## src/qla_pkg.sv

```systemverilog
// Shared constants, types and helpers of the quadrant luma accumulator.
`timescale 1ns / 1ps
package qla_pkg;

  localparam int MAX_DIM  = 4096;
  localparam int SUM_BITS = 40;

  localparam int DIM_W   = 13;
  localparam int POS_W   = 12;
  localparam int PIX_W   = 8;
  localparam int INT_W   = 15;
  localparam int MEAN_W  = 16;
  localparam int AREA_W  = 25;
  localparam int ACC_W   = 32;
  localparam int MUL_A_W = 17;
  localparam int MUL_B_W = 16;
  localparam int MUL_P_W = MUL_A_W + MUL_B_W;
  localparam int DIV_W   = SUM_BITS + 1;
  localparam int CFG_IDX_W = 1;

  localparam logic [CFG_IDX_W-1:0] REG_FRAME_WIDTH  = 1'b0;
  localparam logic [CFG_IDX_W-1:0] REG_FRAME_HEIGHT = 1'b1;

  localparam logic [DIM_W-1:0] DIM_MIN       = DIM_W'(2);
  localparam logic [DIM_W-1:0] DIM_MAX       = DIM_W'(MAX_DIM);
  localparam logic [DIM_W-1:0] WIDTH_RESET   = DIM_W'(640);
  localparam logic [DIM_W-1:0] HEIGHT_RESET  = DIM_W'(480);

  localparam logic [MUL_B_W-1:0] W_RED   = MUL_B_W'(13933);
  localparam logic [MUL_B_W-1:0] W_GREEN = MUL_B_W'(46871);
  localparam logic [MUL_B_W-1:0] W_BLUE  = MUL_B_W'(4732);
  // ceil(2^17 / 3): exact floor(x / 3) for x below 2^17 after a 17-bit shift.
  localparam logic [MUL_B_W-1:0] RECIP3  = MUL_B_W'(43691);

  localparam logic [MEAN_W-1:0] MEAN_MAX      = '1;
  localparam logic [INT_W-1:0]  INTENSITY_MAX = INT_W'(21845);
  // Smallest weighted sum whose value divided by 768 exceeds the intensity limit.
  localparam logic [ACC_W-1:0]  ACC_SAT       = ACC_W'(21846 * 768);

  localparam logic [1:0] CH_RED   = 2'd0;
  localparam logic [1:0] CH_GREEN = 2'd1;
  localparam logic [1:0] CH_BLUE  = 2'd2;

  localparam logic [2:0] OUT_WHOLE = 3'd4;

  typedef logic [SUM_BITS-1:0] sum_t;
  typedef logic [INT_W-1:0]    lum_val_t;
  typedef logic [PIX_W-1:0]    pixel_t;

  function automatic logic [MUL_B_W-1:0] weight_of(input logic [1:0] ch);
    logic [MUL_B_W-1:0] w;
    case (ch)
      CH_RED:   w = W_RED;
      CH_GREEN: w = W_GREEN;
      CH_BLUE:  w = W_BLUE;
      default:  w = '0;
    endcase
    return w;
  endfunction

  function automatic logic [DIM_W-1:0] clamp_dim(input logic [DIM_W-1:0] v);
    logic [DIM_W-1:0] r;
    if (v < DIM_MIN) begin
      r = DIM_MIN;
    end else if (v > DIM_MAX) begin
      r = DIM_MAX;
    end else begin
      r = v;
    end
    return r;
  endfunction

endpackage

```

## src/qla_if.sv

```systemverilog
// Pixel and result channel interfaces of the quadrant luma accumulator.
`timescale 1ns / 1ps
interface qla_pix_if;
  import qla_pkg::*;
  logic   valid;
  logic   ready;
  pixel_t red;
  pixel_t green;
  pixel_t blue;
  logic   frame_start;

  modport source (output valid, red, green, blue, frame_start, input ready);
  modport sink (input valid, red, green, blue, frame_start, output ready);
endinterface

interface qla_res_if;
  import qla_pkg::*;
  logic     valid;
  logic     ready;
  lum_val_t nw_intensity;
  lum_val_t ne_intensity;
  lum_val_t sw_intensity;
  lum_val_t se_intensity;
  lum_val_t whole_intensity;

  modport source (output valid, nw_intensity, ne_intensity, sw_intensity, se_intensity,
                  whole_intensity, input ready);
  modport sink (input valid, nw_intensity, ne_intensity, sw_intensity, se_intensity,
                whole_intensity, output ready);
endinterface

```

## src/quadrant_luma_accumulator_core.sv

```systemverilog
// Quadrant luma accumulator: per-quadrant RGB sums and end-of-frame intensities.
//
// Usage: RGB pixels arrive in raster order on in_ch; frame_start marks the first
// pixel of a frame and resets the position and the sums. While accumulating, a
// pixel is taken every cycle. The pixel that closes the frame starts the end-of-frame
// sequence, and in_ch.ready stays low until it is done. Five intensities (four
// quadrants and the whole frame, times 256) then appear as one request on out_ch.
// Frame size is set through cfg_we / cfg_index / cfg_data (width at index 0,
// height at index 1) and clamped to 2..4096.
// End-of-frame sequence: the frame area first, then per intensity three channel
// means (load, up to 17 restoring divide steps on the shared compare/subtract
// unit, multiply, accumulate) followed by scaling and storing, and finally the
// hand-over of the result.
// The result sits in an output register; if the receiver stalls, pixels of the next
// frame are still taken, and only the next end-of-frame hand-over waits.
// Reset restores 640 x 480, clears the position and sums, and drops out_ch.valid.
`timescale 1ns / 1ps
module quadrant_luma_accumulator_core (
  input  logic                              clk,
  input  logic                              rst_n,
  qla_pix_if.sink                           in_ch,
  qla_res_if.source                         out_ch,
  input  logic                              cfg_we,
  input  logic [qla_pkg::CFG_IDX_W-1:0]     cfg_index,
  input  logic [qla_pkg::DIM_W-1:0]         cfg_data
);
  import qla_pkg::*;

  localparam logic [3:0] S_IDLE  = 4'd0;
  localparam logic [3:0] S_AREA  = 4'd1;
  localparam logic [3:0] S_LOAD  = 4'd2;
  localparam logic [3:0] S_DIV   = 4'd3;
  localparam logic [3:0] S_MUL   = 4'd4;
  localparam logic [3:0] S_ACC   = 4'd5;
  localparam logic [3:0] S_SCALE = 4'd6;
  localparam logic [3:0] S_STORE = 4'd7;
  localparam logic [3:0] S_PUSH  = 4'd8;

  localparam logic [4:0] STEP_TOP = 5'd16;

  logic [3:0]        state_r, state_nxt;
  logic [DIM_W-1:0]  width_r, height_r;
  logic [POS_W-1:0]  col_r, col_nxt, row_r, row_nxt;
  sum_t              sums_r [4][3];
  sum_t              sums_nxt [4][3];
  sum_t              wsum_r [3];
  sum_t              wsum_nxt [3];

  logic [AREA_W-1:0] area_r, area_nxt;
  logic [SUM_BITS-1:0] rem_r, rem_nxt;
  logic [DIV_W-1:0]  d_r, d_nxt;
  logic [4:0]        step_r, step_nxt;
  logic [MEAN_W-1:0] q_r, q_nxt;
  logic [ACC_W-1:0]  prod_r, prod_nxt, acc_r, acc_nxt;
  logic              sat_r, sat_nxt;
  logic [2:0]        o_r, o_nxt;
  logic [1:0]        ch_r, ch_nxt;
  lum_val_t          res_r [5];
  lum_val_t          res_nxt [5];

  logic              out_valid_r, out_valid_nxt;
  lum_val_t          out_nw_r, out_ne_r, out_sw_r, out_se_r, out_whole_r;
  logic              out_load;

  logic [DIM_W-1:0]  w_eff, h_eff;
  logic              pix_acc;
  logic [POS_W-1:0]  col_cur, row_cur;
  logic [1:0]        quad;
  logic              is_last, row_end;
  pixel_t            px [3];

  logic [MUL_A_W-1:0] mul_a;
  logic [MUL_B_W-1:0] mul_b;
  logic [MUL_P_W-1:0] mul_p;
  logic [AREA_W-1:0]  count;
  sum_t               sel_sum;
  logic               ge;
  lum_val_t           res_val;

  assign w_eff = clamp_dim(width_r);
  assign h_eff = clamp_dim(height_r);

  assign in_ch.ready = (state_r == S_IDLE);
  assign pix_acc     = in_ch.valid && in_ch.ready;

  assign px[0] = in_ch.red;
  assign px[1] = in_ch.green;
  assign px[2] = in_ch.blue;

  assign col_cur = in_ch.frame_start ? '0 : col_r;
  assign row_cur = in_ch.frame_start ? '0 : row_r;
  assign quad    = {(row_cur >= h_eff[DIM_W-1:1]), (col_cur >= w_eff[DIM_W-1:1])};
  assign row_end = ({1'b0, col_cur} >= (w_eff - DIM_W'(1)));
  assign is_last = row_end && ({1'b0, row_cur} >= (h_eff - DIM_W'(1)));

  // Shared multiplier: frame area, mean times weight, and the divide-by-three step.
  always_comb begin
    case (state_r)
      S_AREA: begin
        mul_a = MUL_A_W'(w_eff);
        mul_b = MUL_B_W'(h_eff);
      end
      S_MUL: begin
        mul_a = {1'b0, q_r};
        mul_b = weight_of(ch_r);
      end
      default: begin
        mul_a = acc_r[MUL_A_W+7:8];
        mul_b = RECIP3;
      end
    endcase
  end
  assign mul_p = mul_a * mul_b;

  assign count   = (o_r == OUT_WHOLE) ? area_r : {2'b00, area_r[AREA_W-1:2]};
  assign sel_sum = (o_r == OUT_WHOLE) ? wsum_r[ch_r] : sums_r[o_r[1:0]][ch_r];
  assign ge      = ({1'b0, rem_r} >= d_r);
  assign res_val = sat_r ? INTENSITY_MAX : prod_r[ACC_W-1:17];
  assign out_load = (state_r == S_PUSH) && (!out_valid_r || out_ch.ready);

  always_comb begin
    state_nxt = state_r;
    col_nxt   = col_r;
    row_nxt   = row_r;
    sums_nxt  = sums_r;
    wsum_nxt  = wsum_r;
    area_nxt  = area_r;
    rem_nxt   = rem_r;
    d_nxt     = d_r;
    step_nxt  = step_r;
    q_nxt     = q_r;
    prod_nxt  = prod_r;
    acc_nxt   = acc_r;
    sat_nxt   = sat_r;
    o_nxt     = o_r;
    ch_nxt    = ch_r;
    res_nxt   = res_r;

    case (state_r)
      S_IDLE: begin
        if (pix_acc) begin
          for (int q = 0; q < 4; q++) begin
            for (int c = 0; c < 3; c++) begin
              sums_nxt[q][c] = (in_ch.frame_start ? '0 : sums_r[q][c]) +
                               ((quad == 2'(q)) ? SUM_BITS'(px[c]) : '0);
            end
          end
          for (int c = 0; c < 3; c++) begin
            wsum_nxt[c] = (in_ch.frame_start ? '0 : wsum_r[c]) + SUM_BITS'(px[c]);
          end
          if (is_last) begin
            col_nxt   = '0;
            row_nxt   = '0;
            o_nxt     = '0;
            ch_nxt    = CH_RED;
            acc_nxt   = '0;
            state_nxt = S_AREA;
          end else if (row_end) begin
            col_nxt = '0;
            row_nxt = row_cur + POS_W'(1);
          end else begin
            col_nxt = col_cur + POS_W'(1);
            row_nxt = row_cur;
          end
        end
      end
      S_AREA: begin
        area_nxt  = mul_p[AREA_W-1:0];
        state_nxt = S_LOAD;
      end
      S_LOAD: begin
        rem_nxt   = sel_sum;
        d_nxt     = {count, 16'b0};
        step_nxt  = STEP_TOP;
        state_nxt = S_DIV;
      end
      S_DIV: begin
        // The first compare only checks whether the mean reaches 65536.
        if (step_r == STEP_TOP) begin
          if (ge) begin
            q_nxt     = MEAN_MAX;
            state_nxt = S_MUL;
          end else begin
            d_nxt    = d_r >> 1;
            step_nxt = step_r - 5'd1;
          end
        end else begin
          if (ge) begin
            rem_nxt = rem_r - d_r[SUM_BITS-1:0];
          end
          q_nxt = {q_r[MEAN_W-2:0], ge};
          d_nxt = d_r >> 1;
          if (step_r == 5'd0) begin
            state_nxt = S_MUL;
          end else begin
            step_nxt = step_r - 5'd1;
          end
        end
      end
      S_MUL: begin
        prod_nxt  = mul_p[ACC_W-1:0];
        state_nxt = S_ACC;
      end
      S_ACC: begin
        acc_nxt = acc_r + prod_r;
        if (ch_r == CH_BLUE) begin
          state_nxt = S_SCALE;
        end else begin
          ch_nxt    = ch_r + 2'd1;
          state_nxt = S_LOAD;
        end
      end
      S_SCALE: begin
        sat_nxt   = (acc_r >= ACC_SAT);
        prod_nxt  = mul_p[ACC_W-1:0];
        state_nxt = S_STORE;
      end
      S_STORE: begin
        res_nxt[o_r] = res_val;
        if (o_r == OUT_WHOLE) begin
          for (int q = 0; q < 4; q++) begin
            for (int c = 0; c < 3; c++) begin
              sums_nxt[q][c] = '0;
            end
          end
          for (int c = 0; c < 3; c++) begin
            wsum_nxt[c] = '0;
          end
          state_nxt = S_PUSH;
        end else begin
          o_nxt     = o_r + 3'd1;
          ch_nxt    = CH_RED;
          acc_nxt   = '0;
          state_nxt = S_LOAD;
        end
      end
      S_PUSH: begin
        if (out_load) begin
          state_nxt = S_IDLE;
        end
      end
      default: begin
        state_nxt = S_IDLE;
      end
    endcase
  end

  always_comb begin
    if (out_load) begin
      out_valid_nxt = 1'b1;
    end else if (out_ch.ready) begin
      out_valid_nxt = 1'b0;
    end else begin
      out_valid_nxt = out_valid_r;
    end
  end

  always_ff @(posedge clk) begin
    if (!rst_n) begin
      state_r     <= S_IDLE;
      width_r     <= WIDTH_RESET;
      height_r    <= HEIGHT_RESET;
      col_r       <= '0;
      row_r       <= '0;
      out_valid_r <= 1'b0;
      o_r         <= '0;
      ch_r        <= CH_RED;
      step_r      <= '0;
      for (int q = 0; q < 4; q++) begin
        for (int c = 0; c < 3; c++) begin
          sums_r[q][c] <= '0;
        end
      end
      for (int c = 0; c < 3; c++) begin
        wsum_r[c] <= '0;
      end
    end else begin
      state_r     <= state_nxt;
      col_r       <= col_nxt;
      row_r       <= row_nxt;
      out_valid_r <= out_valid_nxt;
      o_r         <= o_nxt;
      ch_r        <= ch_nxt;
      step_r      <= step_nxt;
      sums_r      <= sums_nxt;
      wsum_r      <= wsum_nxt;
      if (cfg_we && (cfg_index == REG_FRAME_WIDTH)) begin
        width_r <= cfg_data;
      end
      if (cfg_we && (cfg_index == REG_FRAME_HEIGHT)) begin
        height_r <= cfg_data;
      end
    end
  end

  always_ff @(posedge clk) begin
    area_r <= area_nxt;
    rem_r  <= rem_nxt;
    d_r    <= d_nxt;
    q_r    <= q_nxt;
    prod_r <= prod_nxt;
    acc_r  <= acc_nxt;
    sat_r  <= sat_nxt;
    res_r  <= res_nxt;
    if (out_load) begin
      out_nw_r    <= res_r[0];
      out_ne_r    <= res_r[1];
      out_sw_r    <= res_r[2];
      out_se_r    <= res_r[3];
      out_whole_r <= res_r[4];
    end
  end

  assign out_ch.valid           = out_valid_r;
  assign out_ch.nw_intensity    = out_nw_r;
  assign out_ch.ne_intensity    = out_ne_r;
  assign out_ch.sw_intensity    = out_sw_r;
  assign out_ch.se_intensity    = out_se_r;
  assign out_ch.whole_intensity = out_whole_r;

  a_step_range: assert property (@(posedge clk) disable iff (!rst_n)
    (state_r == S_DIV) |-> (step_r <= STEP_TOP))
    else $error("divide step counter out of range");

  a_divisor_nonzero: assert property (@(posedge clk) disable iff (!rst_n)
    (state_r == S_DIV) |-> (d_r != '0))
    else $error("divisor register is zero during a divide");

  a_sums_cleared: assert property (@(posedge clk) disable iff (!rst_n)
    (state_r == S_PUSH) |-> ((wsum_r[0] == '0) && (wsum_r[1] == '0) && (wsum_r[2] == '0)))
    else $error("frame sums not cleared after the result");

  a_out_limit: assert property (@(posedge clk) disable iff (!rst_n)
    out_load |=> ((out_ch.whole_intensity <= INTENSITY_MAX) &&
                  (out_ch.nw_intensity <= INTENSITY_MAX)))
    else $error("intensity above its limit");

  a_obj_index: assert property (@(posedge clk) disable iff (!rst_n)
    (state_r != S_IDLE) && (state_r != S_AREA) |-> (o_r <= OUT_WHOLE) && (ch_r <= CH_BLUE))
    else $error("result or channel index out of range");

endmodule
```

## src/flat_wrapper.sv

```systemverilog
// flat-port wrapper written by rule: the top's interface ports become plain ports
module quadrant_luma_accumulator_core_flat import qla_pkg::*;
  (clk, rst_n, cfg_we, cfg_index, cfg_data, in_ch_valid, in_ch_red, in_ch_green, in_ch_blue, in_ch_frame_start, in_ch_ready, out_ch_valid, out_ch_nw_intensity, out_ch_ne_intensity, out_ch_sw_intensity, out_ch_se_intensity, out_ch_whole_intensity, out_ch_ready);
  qla_pix_if in_ch_i ();
  qla_res_if out_ch_i ();
  input  logic clk;
  input  logic rst_n;
  input  logic cfg_we;
  input  logic [qla_pkg::CFG_IDX_W-1:0] cfg_index;
  input  logic [qla_pkg::DIM_W-1:0] cfg_data;
  input wire logic [$bits(in_ch_i.valid)-1:0] in_ch_valid;
  input wire logic [$bits(in_ch_i.red)-1:0] in_ch_red;
  input wire logic [$bits(in_ch_i.green)-1:0] in_ch_green;
  input wire logic [$bits(in_ch_i.blue)-1:0] in_ch_blue;
  input wire logic [$bits(in_ch_i.frame_start)-1:0] in_ch_frame_start;
  output wire logic [$bits(in_ch_i.ready)-1:0] in_ch_ready;
  output wire logic [$bits(out_ch_i.valid)-1:0] out_ch_valid;
  output wire logic [$bits(out_ch_i.nw_intensity)-1:0] out_ch_nw_intensity;
  output wire logic [$bits(out_ch_i.ne_intensity)-1:0] out_ch_ne_intensity;
  output wire logic [$bits(out_ch_i.sw_intensity)-1:0] out_ch_sw_intensity;
  output wire logic [$bits(out_ch_i.se_intensity)-1:0] out_ch_se_intensity;
  output wire logic [$bits(out_ch_i.whole_intensity)-1:0] out_ch_whole_intensity;
  input wire logic [$bits(out_ch_i.ready)-1:0] out_ch_ready;
  assign in_ch_i.valid = in_ch_valid;
  assign in_ch_i.red = in_ch_red;
  assign in_ch_i.green = in_ch_green;
  assign in_ch_i.blue = in_ch_blue;
  assign in_ch_i.frame_start = in_ch_frame_start;
  assign in_ch_ready = in_ch_i.ready;
  assign out_ch_valid = out_ch_i.valid;
  assign out_ch_nw_intensity = out_ch_i.nw_intensity;
  assign out_ch_ne_intensity = out_ch_i.ne_intensity;
  assign out_ch_sw_intensity = out_ch_i.sw_intensity;
  assign out_ch_se_intensity = out_ch_i.se_intensity;
  assign out_ch_whole_intensity = out_ch_i.whole_intensity;
  assign out_ch_i.ready = out_ch_ready;
  quadrant_luma_accumulator_core u_core (.clk(clk), .rst_n(rst_n), .in_ch(in_ch_i), .out_ch(out_ch_i), .cfg_we(cfg_we), .cfg_index(cfg_index), .cfg_data(cfg_data));
endmodule
```

## config.mk

```make
export PLATFORM = sky130hd
export DESIGN_NAME = quadrant_luma_accumulator_core_flat
export DESIGN_NICKNAME = d
export VERILOG_FILES = /design/src/qla_pkg.sv /design/src/qla_if.sv /design/src/quadrant_luma_accumulator_core.sv /design/src/flat_wrapper.sv
export SDC_FILE = /design/constraint.sdc
export NUM_CORES = 2
export LEC_CHECK = 0
export BUFFER_PORTS_ARGS = -buffer_cell sky130_fd_sc_hd__buf_2
export CAP_MARGIN = 10
export CORE_AREA = 2 2 506 407
export CTS_CLUSTER_SIZE = 16
export DETAILED_ROUTE_END_ITERATION = 6
export DIE_AREA = 0 0 508 409
export PLACE_DENSITY = 0.47
export SLEW_MARGIN = 15
export SYNTH_ARGS = -nofsm -noshare
export SYNTH_HDL_FRONTEND = slang
export SYNTH_SLANG_ARGS = --single-unit
```

## constraint.sdc

```tcl
create_clock -name clk -period 8.2 [get_ports clk]
set_input_delay 0.41 -clock clk [delete_from_list [all_inputs] [get_ports clk]]
set_output_delay 0.41 -clock clk [all_outputs]
set_load 0.02 [all_outputs]
```

==> reports/metrics.yaml <==
status: "finished clean"
leakage_uw: 0.0306
syn2layout_area_growth_pct: 10.8
comb_power_share_pct: 35.4
core_region_area_sq_mm: 0.203
routed-via-count: 64500
min_period_over_period_pct: 95.7
path_class: "register to register"
crit_fanout: 12
slew-limit-headroom_pct: 8.68
grt_pass1_vias: 60200
design.portCount: 121
std_cell_rows: 148
global_route_wire_length_before_repair_mm: 408
dp_hpwl_mm: 197
tightest_slew_ps: 1370
gp_congestion: 0.915
route.detailed.wl_per_inst_um: 25.6
power_switching_share_pct: 37.0
fp.dieW_um: 508
syn-mean-instance-area_sq_um: 8.71
synth.top_cells.by_area: "sky130_fd_sc_hd__dfxtp_1 (19%), sky130_fd_sc_hd__edfxtp_1 (14%), sky130_fd_sc_hd__ha_1 (6.5%)"
rsz0062_at_grt: "no"
required_ps: 8720
clock_path_buffers: 3
cts-root-buf: "sky130_fd_sc_hd__clkbuf_16"
layout-drive-gt1-share_pct: 10.1
netlist.top_cell.by_area: "sky130_fd_sc_hd__dfxtp_1"
slew_viol_final: 0
ys.flop_type: "sky130_fd_sc_hd__dfxtp_1"
cts_tree: "built"
start_util_pct: 34.8
clk_pin_slew_ps: 60
netlist_instances: 8103
synth_area_sq_mm: 0.0706
cell_internal_power_uw: 10900
postSynth.asyncResetShare_pct: 0
synth.yosys.seq_area_share_pct: 33.2
clock_latency_ps: 820
power_density_mw_per_mm2: 221
timing.max_cap.violations: 0
ys.warnings.count: 0
fmaxAchievable_ghz: 0.127
worst_path_max_delay_cell: "sky130_fd_sc_hd__fa_1"
p_sw_uw: 6410
critical-path-max-stage-delay_ps: 550
design.die.area_sq_mm: 0.208
vias_per_cell: 5.96
drc: 0
crit_arrival_ps: 8370
fin_hold_ws_ps: 101
postSynthRegisterBits: 1002
grt_total_ovfl: 0
clkSinkCount: 1002
synthDistinctLibCells: 116
worst_setup_path_end_kind: "register"
ir_worst_vdd_v: 0.000418
instances_no_fill: 10800
drt_first_pass_iters: 6
fill_cells: 20400
fin_nets: 8640
final.setup_skew_ps: 68.4
total_power_uw: 17300
synth-edff-count: 337
antenna_violations_before_repair: 21
cp_num_buf_inv: 4
timing.critical_path.mode_cell: "sky130_fd_sc_hd__fa_1"
die_y_um: 409
place.port_buffers: 120
detail-route-antenna-nets: 0
finalSetupTns_ps: 0
clkPwrFrac_pct: 31.3
initialDrtViolationCount: 7205
synth_top_cell_area_share_pct: 18.9
crit_family: "adder cells"
crit_path_start_kind: "register"
gr-usage-all-layers_pct: 25.8
post-place-cells: 10600
hold_violations: 0
period_minus_slack_ps: 7850
min-delay-path-class: "input port to register"
cts.htree.levels: 3
cts_made_buffers: 119
report.final.setup_viol: 0
pin_count_of_the_biggest_net_entering_global_routing: 105
wl_mm: 277
pwr-share-seq_pct: 33.3
==> cells by family after synthesis <==
family | synth area share (%)
DFF | 33.2
AOI/OAI and AO/OA | 20.1
buffers and inverters | 5.63
adders and majority gates | 12.4
and+or+nand+nor | 20.7
muxes | 5.32
xor gates and xnor gates | 2.70
other | 0.0106
==> power by group through the flow <==
stage / sequential, uW / clock (uW) / combinational [uW]
3_3_place_gp: 5880 / 0 / 5990
6_report: 5770 / 5420 / 6140
2_1_floorplan: 5810 / 0 / 4120
4_1_cts: 5770 / 5550 / 6070
5_1_grt: 5780 / 5720 / 6760
3_5_place_dp: 5880 / 0 / 6020
==> registers in the layout, summed over array words and instances (netlist names), 2 cells and up <==
name and cells:
u_core.width_r 13, u_core.o_r 3, u_core.out_ch.nw_intensity 15, u_core.height_r 13, u_core.out_ch.whole_intensity 15, u_core.area_r 25, u_core.rem_r 40, u_core.out_ch.sw_intensity 15
u_core.state_r 4, u_core.ch_r 2, u_core.out_ch.se_intensity 15, u_core.res_r 75, u_core.out_ch.ne_intensity 15, u_core.acc_r 32, u_core.q_r 16, u_core.d_r 41
u_core.row_r 12, u_core.sums_r 480, u_core.prod_r 32, u_core.col_r 12, u_core.wsum_r 120, u_core.step_r 5
==> path summary, 6_finish.rpt <==
kind	startpoint	endpoint	slack [ps]	cells after the start
worst min register to register	u_core.res_r[1]	u_core.out_ch.whole_intensity[1]	410	0
worst max register to register	u_core.state_r[3]	u_core.prod_r[31]	350	26
worst min-delay path	in_ch_green[0]	u_core.wsum_r[40]	100	4
worst max-delay path	u_core.state_r[3]	u_core.prod_r[31]	350	26
==> repair_timing <==
item | 4_1_cts | 5_1_grt
hold buffers | 14 | 0
hold endpoints to repair | 27 | 0
resized for setup | 0 | 3
setup buffers | 0 | 0
setup endpoints to repair | 0 | 4
==> area by class of cell <==
cell class	instances	area (sq um)	share of cell area (%)
multi-input combinational	6080	43400	55.5
clock buffer	182	3500	4.47
timing repair buffer	320	2190	2.80
tap	2700	3380	4.32
sequential	1002	23400	30.0
antenna	7	17.5	0.0224
inverter	500	1890	2.42
clock inverter	41	395	0.505
==> cells in the mapped netlist, drive strengths merged (34+ instances only) <==
library cell,count
a21oi,524
o21a,39
o21ai,572
clkbuf,411
nor4,43
mux2,50
and2,95
a221o,63
buf,114
nand2,802
a22o,42
inv,497
mux2i,49
nand2b,35
fa,208
o211ai,78
edfxtp,337
nor2b,213
a41oi,38
and4,35
nand3,367
a31oi,135
nor3,106
and3,253
mux4,120
or3,34
ha,365
o22ai,45
xor2,89
nand4,192
or2,44
o21bai,64
xnor2,129
a21o,138
nor2,549
a22oi,140
dfxtp,665
==> cell usage in the layout (no fill, tap or decap), types with 100 or more instances in the layout <==
cell / netlist / layout
sky130_fd_sc_hd__nand2_1: 802 / 793
sky130_fd_sc_hd__dfxtp_1: 665 / 661
sky130_fd_sc_hd__o21ai_0: 558 / 552
sky130_fd_sc_hd__nor2_1: 548 / 538
sky130_fd_sc_hd__a21oi_1: 522 / 518
sky130_fd_sc_hd__inv_1: 494 / 494
sky130_fd_sc_hd__nand3_1: 366 / 366
sky130_fd_sc_hd__ha_1: 365 / 365
sky130_fd_sc_hd__edfxtp_1: 337 / 337
sky130_fd_sc_hd__and3_1: 248 / 248
sky130_fd_sc_hd__nor2b_1: 211 / 209
sky130_fd_sc_hd__fa_1: 208 / 208
sky130_fd_sc_hd__nand4_1: 189 / 189
sky130_fd_sc_hd__buf_4: 3 / 184
sky130_fd_sc_hd__a22oi_1: 140 / 139
sky130_fd_sc_hd__a21o_1: 133 / 133
sky130_fd_sc_hd__a31oi_1: 133 / 133
sky130_fd_sc_hd__xnor2_1: 129 / 129
sky130_fd_sc_hd__mux4_2: 120 / 120
sky130_fd_sc_hd__clkbuf_16: 0 / 120
sky130_fd_sc_hd__buf_2: 62 / 118
sky130_fd_sc_hd__nor3_1: 100 / 100
==> through the flow <==
step / setup WS, ps / cell area (sq um) / utilization (%)
after detailed placement: 272 / 74200 / 36.6
after floorplan: 303 / 70600 / -
after CTS: 235 / 78200 / 38.6
after global placement: 352 / 74200 / 36.6
final: 353 / 78200 / 38.6
after global routing: 13.5 / 78200 / 38.6
==> metal layers <==
layer	global-route usage, %	vias up	part of all wire, %
met5	0	-	0.031
met4	6.46	16	2.5
met3	5.14	349	8.5
met2	35.3	2453	40
met1	40.5	32200	49
li1	-	29500	-
==> worst register-to-register path: cells and delay by family, from the launching register on <==
family | cells | cell delay (ps)
fa+ha+maj | 7 | 3250
compound gates | 9 | 2310
simple gates | 5 | 1100
buf+inv | 4 | 490
flops | 1 | 340
xor+xnor | 1 | 110
(Power assumes the default switching activity.)
